==> src/hw/rtl/dhsv_pkg.sv <==
// Package for the dual HSV range pixel mask: widths, register codes, types.
`default_nettype none
package dhsv_pkg;

    localparam int PIX_W      = 8;
    localparam int HUE_W      = 9;
    localparam int HUE_CFG_W  = 2 * HUE_W;
    localparam int SV_CFG_W   = 2 * PIX_W;
    localparam int CFG_DATA_W = HUE_CFG_W;
    localparam int CFG_IDX_W  = 3;
    localparam int CNT_W      = 21;

    localparam int SAT_SCALE        = 255;
    localparam int HUE_FULL         = 360;
    localparam int MAX_FRAME_PIXELS = 1048576;
    localparam int CNT_FIELD_MAX    = (1 << CNT_W) - 1;
    localparam int CNT_LIMIT_I      = (MAX_FRAME_PIXELS < CNT_FIELD_MAX) ?
                                      MAX_FRAME_PIXELS : CNT_FIELD_MAX;
    localparam logic [CNT_W-1:0] CNT_LIMIT = CNT_W'(CNT_LIMIT_I);

    // hue numerator < 360 * 255, bound products up to 511 * 255
    localparam int HNUM_W  = HUE_W + PIX_W;
    localparam int SPROD_W = 2 * PIX_W;

    localparam logic [HUE_CFG_W-1:0] HUE_RST = HUE_CFG_W'(184320);
    localparam logic [SV_CFG_W-1:0]  SV_RST  = SV_CFG_W'(65280);

    typedef enum logic [CFG_IDX_W-1:0] {
        CFG_HUE0 = 3'd0,
        CFG_SAT0 = 3'd1,
        CFG_VAL0 = 3'd2,
        CFG_HUE1 = 3'd3,
        CFG_SAT1 = 3'd4,
        CFG_VAL1 = 3'd5
    } t_cfg_idx;

    typedef struct packed {
        logic [HNUM_W-1:0]  hnum;
        logic [PIX_W-1:0]   hden;
        logic [SPROD_W-1:0] snum;
        logic [PIX_W-1:0]   sden;
        logic [PIX_W-1:0]   vmax;
    } t_hsv_terms;

    typedef struct packed {
        logic [HUE_CFG_W-1:0] hue;
        logic [SV_CFG_W-1:0]  sat;
        logic [SV_CFG_W-1:0]  val;
    } t_range_cfg;

endpackage
`default_nettype wire

==> src/hw/rtl/dhsv_pix_if.sv <==
// Handshake interfaces for the pixel input and mask result channels.
`default_nettype none
interface dhsv_pix_if import dhsv_pkg::*; ();
    logic             valid;
    logic             ready;
    logic [PIX_W-1:0] blue;
    logic [PIX_W-1:0] green;
    logic [PIX_W-1:0] red;
    logic             frame_end;

    modport source (output valid, blue, green, red, frame_end, input ready);
    modport sink   (input valid, blue, green, red, frame_end, output ready);
endinterface

interface dhsv_res_if import dhsv_pkg::*; ();
    logic             valid;
    logic             ready;
    logic [PIX_W-1:0] out_blue;
    logic [PIX_W-1:0] out_green;
    logic [PIX_W-1:0] out_red;
    logic             in_first_range;
    logic             in_second_range;
    logic [CNT_W-1:0] match_count;
    logic             count_valid;

    modport source (output valid, out_blue, out_green, out_red, in_first_range,
                    in_second_range, match_count, count_valid, input ready);
    modport sink   (input valid, out_blue, out_green, out_red, in_first_range,
                    in_second_range, match_count, count_valid, output ready);
endinterface
`default_nettype wire

==> src/hw/rtl/dhsv_terms.sv <==
// Exact HSV numerators and denominators of one BGR pixel.
`default_nettype none
module dhsv_terms import dhsv_pkg::*; (
    input  wire logic [PIX_W-1:0] i_blue,
    input  wire logic [PIX_W-1:0] i_green,
    input  wire logic [PIX_W-1:0] i_red,
    output t_hsv_terms            o_terms
);
    logic [PIX_W-1:0]  mx, mn, d, p, q, mag;
    logic [HNUM_W-1:0] base, m60;
    logic              neg;

    always_comb begin
        mx = i_blue;
        mn = i_blue;
        if (i_green > mx) mx = i_green;
        if (i_red > mx)   mx = i_red;
        if (i_green < mn) mn = i_green;
        if (i_red < mn)   mn = i_red;
        d = mx - mn;

        // hue = base +/- 60 * |p - q|; only the red sector can wrap
        if (mx == i_red) begin
            p    = i_green;
            q    = i_blue;
            base = (i_green >= i_blue) ? '0 : HNUM_W'(d) * HNUM_W'(HUE_FULL);
        end else if (mx == i_green) begin
            p    = i_blue;
            q    = i_red;
            base = HNUM_W'(d) * HNUM_W'(120);
        end else begin
            p    = i_red;
            q    = i_green;
            base = HNUM_W'(d) * HNUM_W'(240);
        end
        neg = (p < q);
        mag = neg ? (q - p) : (p - q);
        m60 = HNUM_W'(mag) * HNUM_W'(60);

        o_terms.hnum = neg ? (base - m60) : (base + m60);
        o_terms.hden = (d == '0) ? PIX_W'(1) : d;
        o_terms.snum = SPROD_W'(d) * SPROD_W'(SAT_SCALE);
        o_terms.sden = (mx == '0) ? PIX_W'(1) : mx;
        o_terms.vmax = mx;
    end
endmodule
`default_nettype wire

==> src/hw/rtl/dhsv_range_chk.sv <==
// Inclusive cross-multiplied test of HSV terms against one configured range.
`default_nettype none
module dhsv_range_chk import dhsv_pkg::*; (
    input  wire t_hsv_terms i_terms,
    input  wire t_range_cfg i_cfg,
    output logic            o_match
);
    logic [HNUM_W-1:0]  h_lo, h_hi;
    logic [SPROD_W-1:0] s_lo, s_hi;
    logic               h_ok, s_ok, v_ok;

    always_comb begin
        h_lo = HNUM_W'(i_cfg.hue[HUE_W-1:0]) * HNUM_W'(i_terms.hden);
        h_hi = HNUM_W'(i_cfg.hue[HUE_CFG_W-1:HUE_W]) * HNUM_W'(i_terms.hden);
        s_lo = SPROD_W'(i_cfg.sat[PIX_W-1:0]) * SPROD_W'(i_terms.sden);
        s_hi = SPROD_W'(i_cfg.sat[SV_CFG_W-1:PIX_W]) * SPROD_W'(i_terms.sden);

        h_ok = (h_lo <= i_terms.hnum) && (i_terms.hnum <= h_hi);
        s_ok = (s_lo <= i_terms.snum) && (i_terms.snum <= s_hi);
        // value scale equals the channel scale, so the test is direct
        v_ok = (i_cfg.val[PIX_W-1:0] <= i_terms.vmax) &&
               (i_terms.vmax <= i_cfg.val[SV_CFG_W-1:PIX_W]);
        o_match = h_ok && s_ok && v_ok;
    end
endmodule
`default_nettype wire

==> src/hw/rtl/dual_hsv_range_pixel_mask_unit.sv <==
// Dual HSV range pixel mask: top level with pipeline, config and frame count.
// An accepted input transaction reaches its result valid through the input
// register, then the result register.
// Throughput: one pixel per clock; the two-stage pipeline stalls only when
// the result register is full and not taken.
// Reset (synchronous, active low) empties the pipeline, clears the frame count
// and loads the range registers with hue 0..360, sat 0..255, val 0..255.
`default_nettype none
module dual_hsv_range_pixel_mask_unit import dhsv_pkg::*; (
    input  wire logic                  i_clk,
    input  wire logic                  i_rst_n,
    input  wire logic                  i_cfg_we,
    input  wire logic [CFG_IDX_W-1:0]  i_cfg_idx,
    input  wire logic [CFG_DATA_W-1:0] i_cfg_data,
    dhsv_pix_if.sink                   i_pix,
    dhsv_res_if.source                 o_res
);
    t_range_cfg       r_cfg [2];
    logic             r_in_vld, r_out_vld;
    logic [PIX_W-1:0] r_b, r_g, r_r;
    logic             r_last;
    logic [CNT_W-1:0] r_cnt;
    logic [PIX_W-1:0] r_ob, r_og, r_or;
    logic             r_m1, r_m2, r_ocv;
    logic [CNT_W-1:0] r_ocnt;

    t_hsv_terms       terms;
    logic             m1, m2, any, advance, in_ready;
    logic [CNT_W-1:0] n_cnt;

    assign advance   = !r_out_vld || o_res.ready;
    assign in_ready  = !r_in_vld || advance;
    assign i_pix.ready = in_ready;

    dhsv_terms u_terms (
        .i_blue  (r_b),
        .i_green (r_g),
        .i_red   (r_r),
        .o_terms (terms)
    );

    dhsv_range_chk u_chk0 (.i_terms(terms), .i_cfg(r_cfg[0]), .o_match(m1));
    dhsv_range_chk u_chk1 (.i_terms(terms), .i_cfg(r_cfg[1]), .o_match(m2));

    assign any   = m1 || m2;
    assign n_cnt = (any && (r_cnt < CNT_LIMIT)) ? (r_cnt + CNT_W'(1)) : r_cnt;

    always_ff @(posedge i_clk) begin
        if (!i_rst_n) begin
            for (int k = 0; k < 2; k++) begin
                r_cfg[k].hue <= HUE_RST;
                r_cfg[k].sat <= SV_RST;
                r_cfg[k].val <= SV_RST;
            end
        end else if (i_cfg_we) begin
            case (t_cfg_idx'(i_cfg_idx))
                CFG_HUE0: r_cfg[0].hue <= i_cfg_data;
                CFG_SAT0: r_cfg[0].sat <= i_cfg_data[SV_CFG_W-1:0];
                CFG_VAL0: r_cfg[0].val <= i_cfg_data[SV_CFG_W-1:0];
                CFG_HUE1: r_cfg[1].hue <= i_cfg_data;
                CFG_SAT1: r_cfg[1].sat <= i_cfg_data[SV_CFG_W-1:0];
                CFG_VAL1: r_cfg[1].val <= i_cfg_data[SV_CFG_W-1:0];
                default: ;
            endcase
        end
    end

    always_ff @(posedge i_clk) begin
        if (!i_rst_n) begin
            r_in_vld  <= 1'b0;
            r_out_vld <= 1'b0;
            r_cnt     <= '0;
        end else begin
            if (in_ready) begin
                r_in_vld <= i_pix.valid;
            end
            if (advance) begin
                r_out_vld <= r_in_vld;
                if (r_in_vld) begin
                    r_cnt <= r_last ? '0 : n_cnt;
                end
            end
        end
    end

    always_ff @(posedge i_clk) begin
        if (in_ready && i_pix.valid) begin
            r_b    <= i_pix.blue;
            r_g    <= i_pix.green;
            r_r    <= i_pix.red;
            r_last <= i_pix.frame_end;
        end
        if (advance && r_in_vld) begin
            r_ob   <= any ? r_b : '0;
            r_og   <= any ? r_g : '0;
            r_or   <= any ? r_r : '0;
            r_m1   <= m1;
            r_m2   <= m2;
            r_ocnt <= n_cnt;
            r_ocv  <= r_last;
        end
    end

    assign o_res.valid           = r_out_vld;
    assign o_res.out_blue        = r_ob;
    assign o_res.out_green       = r_og;
    assign o_res.out_red         = r_or;
    assign o_res.in_first_range  = r_m1;
    assign o_res.in_second_range = r_m2;
    assign o_res.match_count     = r_ocnt;
    assign o_res.count_valid     = r_ocv;
endmodule
`default_nettype wire
==> src/flat_wrapper.sv <==
// flat-port wrapper written by rule: the top's interface ports become plain ports
module dual_hsv_range_pixel_mask_unit_flat import dhsv_pkg::*;
  (i_clk, i_rst_n, i_cfg_we, i_cfg_idx, i_cfg_data, i_pix_valid, i_pix_blue, i_pix_green, i_pix_red, i_pix_frame_end, i_pix_ready, o_res_valid, o_res_out_blue, o_res_out_green, o_res_out_red, o_res_in_first_range, o_res_in_second_range, o_res_match_count, o_res_count_valid, o_res_ready);
  dhsv_pix_if i_pix_i ();
  dhsv_res_if o_res_i ();
  input  wire logic i_clk;
  input  wire logic i_rst_n;
  input  wire logic i_cfg_we;
  input  wire logic [CFG_IDX_W-1:0] i_cfg_idx;
  input  wire logic [CFG_DATA_W-1:0] i_cfg_data;
  input wire logic [$bits(i_pix_i.valid)-1:0] i_pix_valid;
  input wire logic [$bits(i_pix_i.blue)-1:0] i_pix_blue;
  input wire logic [$bits(i_pix_i.green)-1:0] i_pix_green;
  input wire logic [$bits(i_pix_i.red)-1:0] i_pix_red;
  input wire logic [$bits(i_pix_i.frame_end)-1:0] i_pix_frame_end;
  output wire logic [$bits(i_pix_i.ready)-1:0] i_pix_ready;
  output wire logic [$bits(o_res_i.valid)-1:0] o_res_valid;
  output wire logic [$bits(o_res_i.out_blue)-1:0] o_res_out_blue;
  output wire logic [$bits(o_res_i.out_green)-1:0] o_res_out_green;
  output wire logic [$bits(o_res_i.out_red)-1:0] o_res_out_red;
  output wire logic [$bits(o_res_i.in_first_range)-1:0] o_res_in_first_range;
  output wire logic [$bits(o_res_i.in_second_range)-1:0] o_res_in_second_range;
  output wire logic [$bits(o_res_i.match_count)-1:0] o_res_match_count;
  output wire logic [$bits(o_res_i.count_valid)-1:0] o_res_count_valid;
  input wire logic [$bits(o_res_i.ready)-1:0] o_res_ready;
  assign i_pix_i.valid = i_pix_valid;
  assign i_pix_i.blue = i_pix_blue;
  assign i_pix_i.green = i_pix_green;
  assign i_pix_i.red = i_pix_red;
  assign i_pix_i.frame_end = i_pix_frame_end;
  assign i_pix_ready = i_pix_i.ready;
  assign o_res_valid = o_res_i.valid;
  assign o_res_out_blue = o_res_i.out_blue;
  assign o_res_out_green = o_res_i.out_green;
  assign o_res_out_red = o_res_i.out_red;
  assign o_res_in_first_range = o_res_i.in_first_range;
  assign o_res_in_second_range = o_res_i.in_second_range;
  assign o_res_match_count = o_res_i.match_count;
  assign o_res_count_valid = o_res_i.count_valid;
  assign o_res_i.ready = o_res_ready;
  dual_hsv_range_pixel_mask_unit u_core (.i_clk(i_clk), .i_rst_n(i_rst_n), .i_cfg_we(i_cfg_we), .i_cfg_idx(i_cfg_idx), .i_cfg_data(i_cfg_data), .i_pix(i_pix_i), .o_res(o_res_i));
endmodule
==> config.mk <==
export PLATFORM = sky130hd
export DESIGN_NAME = dual_hsv_range_pixel_mask_unit_flat
export DESIGN_NICKNAME = d
export VERILOG_FILES = /design/src/hw/rtl/dhsv_pkg.sv /design/src/hw/rtl/dhsv_pix_if.sv /design/src/hw/rtl/dhsv_terms.sv /design/src/hw/rtl/dhsv_range_chk.sv /design/src/hw/rtl/dual_hsv_range_pixel_mask_unit.sv /design/src/flat_wrapper.sv
export SDC_FILE = /design/constraint.sdc
export NUM_CORES = 2
export LEC_CHECK = 0
export BUFFER_PORTS_ARGS = -buffer_cell sky130_fd_sc_hd__buf_2
export CORE_ASPECT_RATIO = 1.2
export CORE_UTILIZATION = 59
export DETAILED_ROUTE_END_ITERATION = 7
export GPL_TIMING_DRIVEN = 0
export PLACE_DENSITY = 0.76
export SYNTH_ARGS = -nofsm -noshare
export SYNTH_HDL_FRONTEND = slang
export SYNTH_SLANG_ARGS = --single-unit
==> constraint.sdc <==
create_clock -name i_clk -period 15.5 [get_ports i_clk]
set_clock_uncertainty 0.05 [all_clocks]
set_input_delay 3.1 -clock i_clk [delete_from_list [all_inputs] [get_ports i_clk]]
set_output_delay 3.1 -clock i_clk [all_outputs]
set_load 0.05 [all_outputs]
==> metrics <==
WP depth=59; clk buf depth=2; largest family of logic cells by synthesized area=adder cells; fin crit period=14,970 ps; Synth Area in Adders=0.4122; CTS tree=yes; Post-Synthesis Cells=3,988; Cell variety after synth=89; CP required=15,690 ps; vias in the first global route=29,620; grt ovf=0; Post-Route WL=95,840 microns; status=finished, final reports clean; # Max-Cap Violations=0; io pins=101; peak clock frequency supported by timing=66.82 MHz; Reg2Reg Depth=59; synthesized area per cell=9.052 sq um; Min-Delay Path Class=reg -> reg; layout filler cell count=5,083; CP Max Fanout=12; Buf+Inv Stages, Crit Path=10; post-synthesis xor/xnor area fraction=0.04877; Max-slew headroom=0.1206; Initial Utilization=0.6008; post-synthesis compound-gate area fraction=0.1129; initial DRC count=1,673; Synth Cell Area=36,100 sq um; multiplexer share of the synthesized area=0.01393; crit end category=register; pre-CTS setup slack=-2135 ps; slowest CP cell=a21oi_1; register area share after synthesis=0.1567; post-synthesis simple-gate area fraction=0.1728; Core ar.=60,080 sq um; DRC=0; HP Start=u_core.r_in_vld; Critical Setup Path Class=reg -> reg; Final Max Slew Viols=0; FP Rows=98; CP top delay family=compound AO/OA/AOI/OAI gates; setup tns final=0 ps; post-DP HPWL=77,850 microns; register bit total from synthesis=196; via count=28,930; Final Hold Fails=0; crit path from=u_core.r_b[1]; setup ws final=533.4 ps; CTS clk-pin slew, worst paths=90 ps; Post-Syn Nets=5,001; Layout Nets=5,136; clock tree sinks=196; CTS buffer count=17; WP data arrival=15,150 ps; global-route wire length before repair=153,700 microns; final setup vio count=0; GP Congestion=0.9470; wire per inst=19.40 microns; Syn. warnings=0; CP most frequent cell=ha_1; Final Cycle Share=0.9656; H-tree depth=4; share of cells above drive strength 1=0.06721; clock latency on the worst-skew pair=480 ps; Main synth FF type=edfxtp_1; die span in y=273.0 microns; Root Buffer=clkbuf_16; cts hold-fix bufs=0; area delta synth->final=7.168%; DIE AREA=62,180 sq um; Total GRT Usage=0.3141; ANT nets after route=0; vias per cell=5.855; Startpoint Class=register; number of synthesized flops with an enable pin=173; slew at the pin closest to its max-slew limit=1310 ps; hold path cells=2; TritonRoute pass-1 iters=5; CP max stage delay=910 ps; Synth async-reset ratio=0; Die Span X=227.8 microns; pin count of the biggest net entering global routing=39; port bufs=99; initial antenna violation count=6; FF-to-FF Start=u_core.r_b[1]
[kinds of logic after synthesis]
| kind of cell | count (synthesis) |
|---|---|
| AOI/OAI and AO/OA | 606 |
| and+or+nand+nor | 1191 |
| adders and majority gates | 964 |
| buffers and inverters | 782 |
| DFF | 196 |
| xor gates and xnor gates | 201 |
| muxes | 48 |
[worst register-to-register path: cells and delay by family, from the launching register on]
family	cells	cell delay, ps
fa+ha+maj	10	3680
simple gates	16	2920
mux	2	590
flops	1	400
buf+inv	10	2410
compound gates	20	4560
xor+xnor	1	100
[cell type report]
cell class	instances	area, sq um	area share
tap	800	1001	0.02587
multi-input combinational	3010	27670	0.7153
inverter	663	2489	0.06433
sequential	196	5655	0.1462
antenna	5	12.51	0.0003234
clock buffer	17	425.4	0.01100
buffer	113	530.5	0.01371
timing repair buffer	122	693.2	0.01792
clock inverter	15	206.4	0.005336
[path summary, 6_finish.rpt]
path                                                   to  slack [ps]
worst max-delay path            u_core.o_res.out_green[5]         530
worst min-delay path                   u_core.o_res.valid         480
worst max register to register  u_core.o_res.out_green[5]         530
worst min register to register         u_core.o_res.valid         480
[repair_timing]
| action | CTS | global route |
|---|---|---|
| gates resized for setup | 49 | 50 |
| pin swaps | 4 | 5 |
| setup buffers | 6 | 15 |
| setup endpoints to repair | 68 | 68 |
[cells in the mapped netlist, types with 31 or more instances]
| master | number | area (sq um) |
|---|---|---|
| nand4_1 | 31 | 193.9 |
| o21ai_0 | 98 | 490.5 |
| o21a_1 | 54 | 405.4 |
| xnor2_1 | 125 | 1095 |
| mux2i_1 | 34 | 340.3 |
| inv_1 | 662 | 2485 |
| o21bai_1 | 37 | 277.8 |
| nand2_1 | 348 | 1306 |
| nor2b_1 | 76 | 475.5 |
| and3_1 | 59 | 369.1 |
| a21oi_1 | 162 | 810.8 |
| a21o_1 | 86 | 645.6 |
| or3_1 | 45 | 281.5 |
| xor2_1 | 76 | 665.6 |
| nor3_1 | 35 | 175.2 |
| clkbuf_1 | 100 | 375.4 |
| nand3_1 | 39 | 195.2 |
| ha_1 | 586 | 7332 |
| edfxtp_1 | 173 | 5195 |
| nand2b_1 | 33 | 206.5 |
| and2_1 | 320 | 2002 |
| fa_1 | 376 | 7527 |
| nor2_1 | 136 | 510.5 |
[through the flow]
step	cells	utilization	hold WS (ps)	cell area (sq um)
2_1_floorplan	3988	-	430.5	36100
3_3_place_gp	4887	0.6257	456.8	37600
3_5_place_dp	4889	0.6263	462.6	37630
4_1_cts	4922	0.6397	476.6	38430
5_1_grt	4938	0.6438	508.3	38680
6_report	4941	0.6439	483.5	38690
[layer usage]
layer / wire length, microns / part of all wire / GRT usage
met3: 6403 / 0.067 / 0.04121
met4: 4272 / 0.045 / 0.1348
met1: 38450 / 0.40 / 0.3888
met2: 46680 / 0.49 / 0.5497
met5: 37 / 0.00039 / 0
[flip-flops by register name, summed over array words and instances, names as in the netlist]
| signal | count |
|---|---|
| u_core.r_cfg | 100 |
| u_core.o_res.match_count | 21 |
| u_core.r_cnt | 21 |
| u_core.o_res.out_blue | 8 |
| u_core.o_res.out_green | 8 |
| u_core.o_res.out_red | 8 |
| u_core.r_b | 8 |
| u_core.r_g | 8 |
| u_core.r_r | 8 |
| u_core.o_res.count_valid | 1 |
| u_core.o_res.in_first_range | 1 |
| u_core.o_res.in_second_range | 1 |
| u_core.o_res.valid | 1 |
| u_core.r_in_vld | 1 |
| u_core.r_last | 1 |
[placed cells by master (no fill, tap or decap), types with 9 or more instances in the layout]
master	netlist	layout
a21o_1	86	86
nand3_1	39	39
nor4_1	19	16
mux2i_1	34	33
clkbuf_2	0	17
o211ai_1	23	23
ha_1	586	585
dfxtp_1	23	23
edfxtp_1	173	173
buf_2	6	110
and2_1	320	320
o21ai_0	98	92
clkbuf_16	0	17
xor2_1	76	72
nor3_1	35	34
o21a_1	54	54
nor2b_1	76	75
inv_1	662	662
nand2b_1	33	32
o31ai_1	13	11
a211oi_1	16	15
nand4_1	31	31
fa_1	376	376
mux2_2	12	12
or3_1	45	45
buf_4	6	29
o21ai_1	8	9
o21bai_1	37	37
a21oi_1	162	156
nor2_1	136	129
nand2_1	348	348
clkbuf_1	100	67
xnor2_1	125	124
and3_1	59	59
a31oi_1	16	16
o2111ai_1	10	10
Power is left out: the tool's default activity adds up to more than one toggle a clock period on the data nets, which glitch-free logic cannot reach.
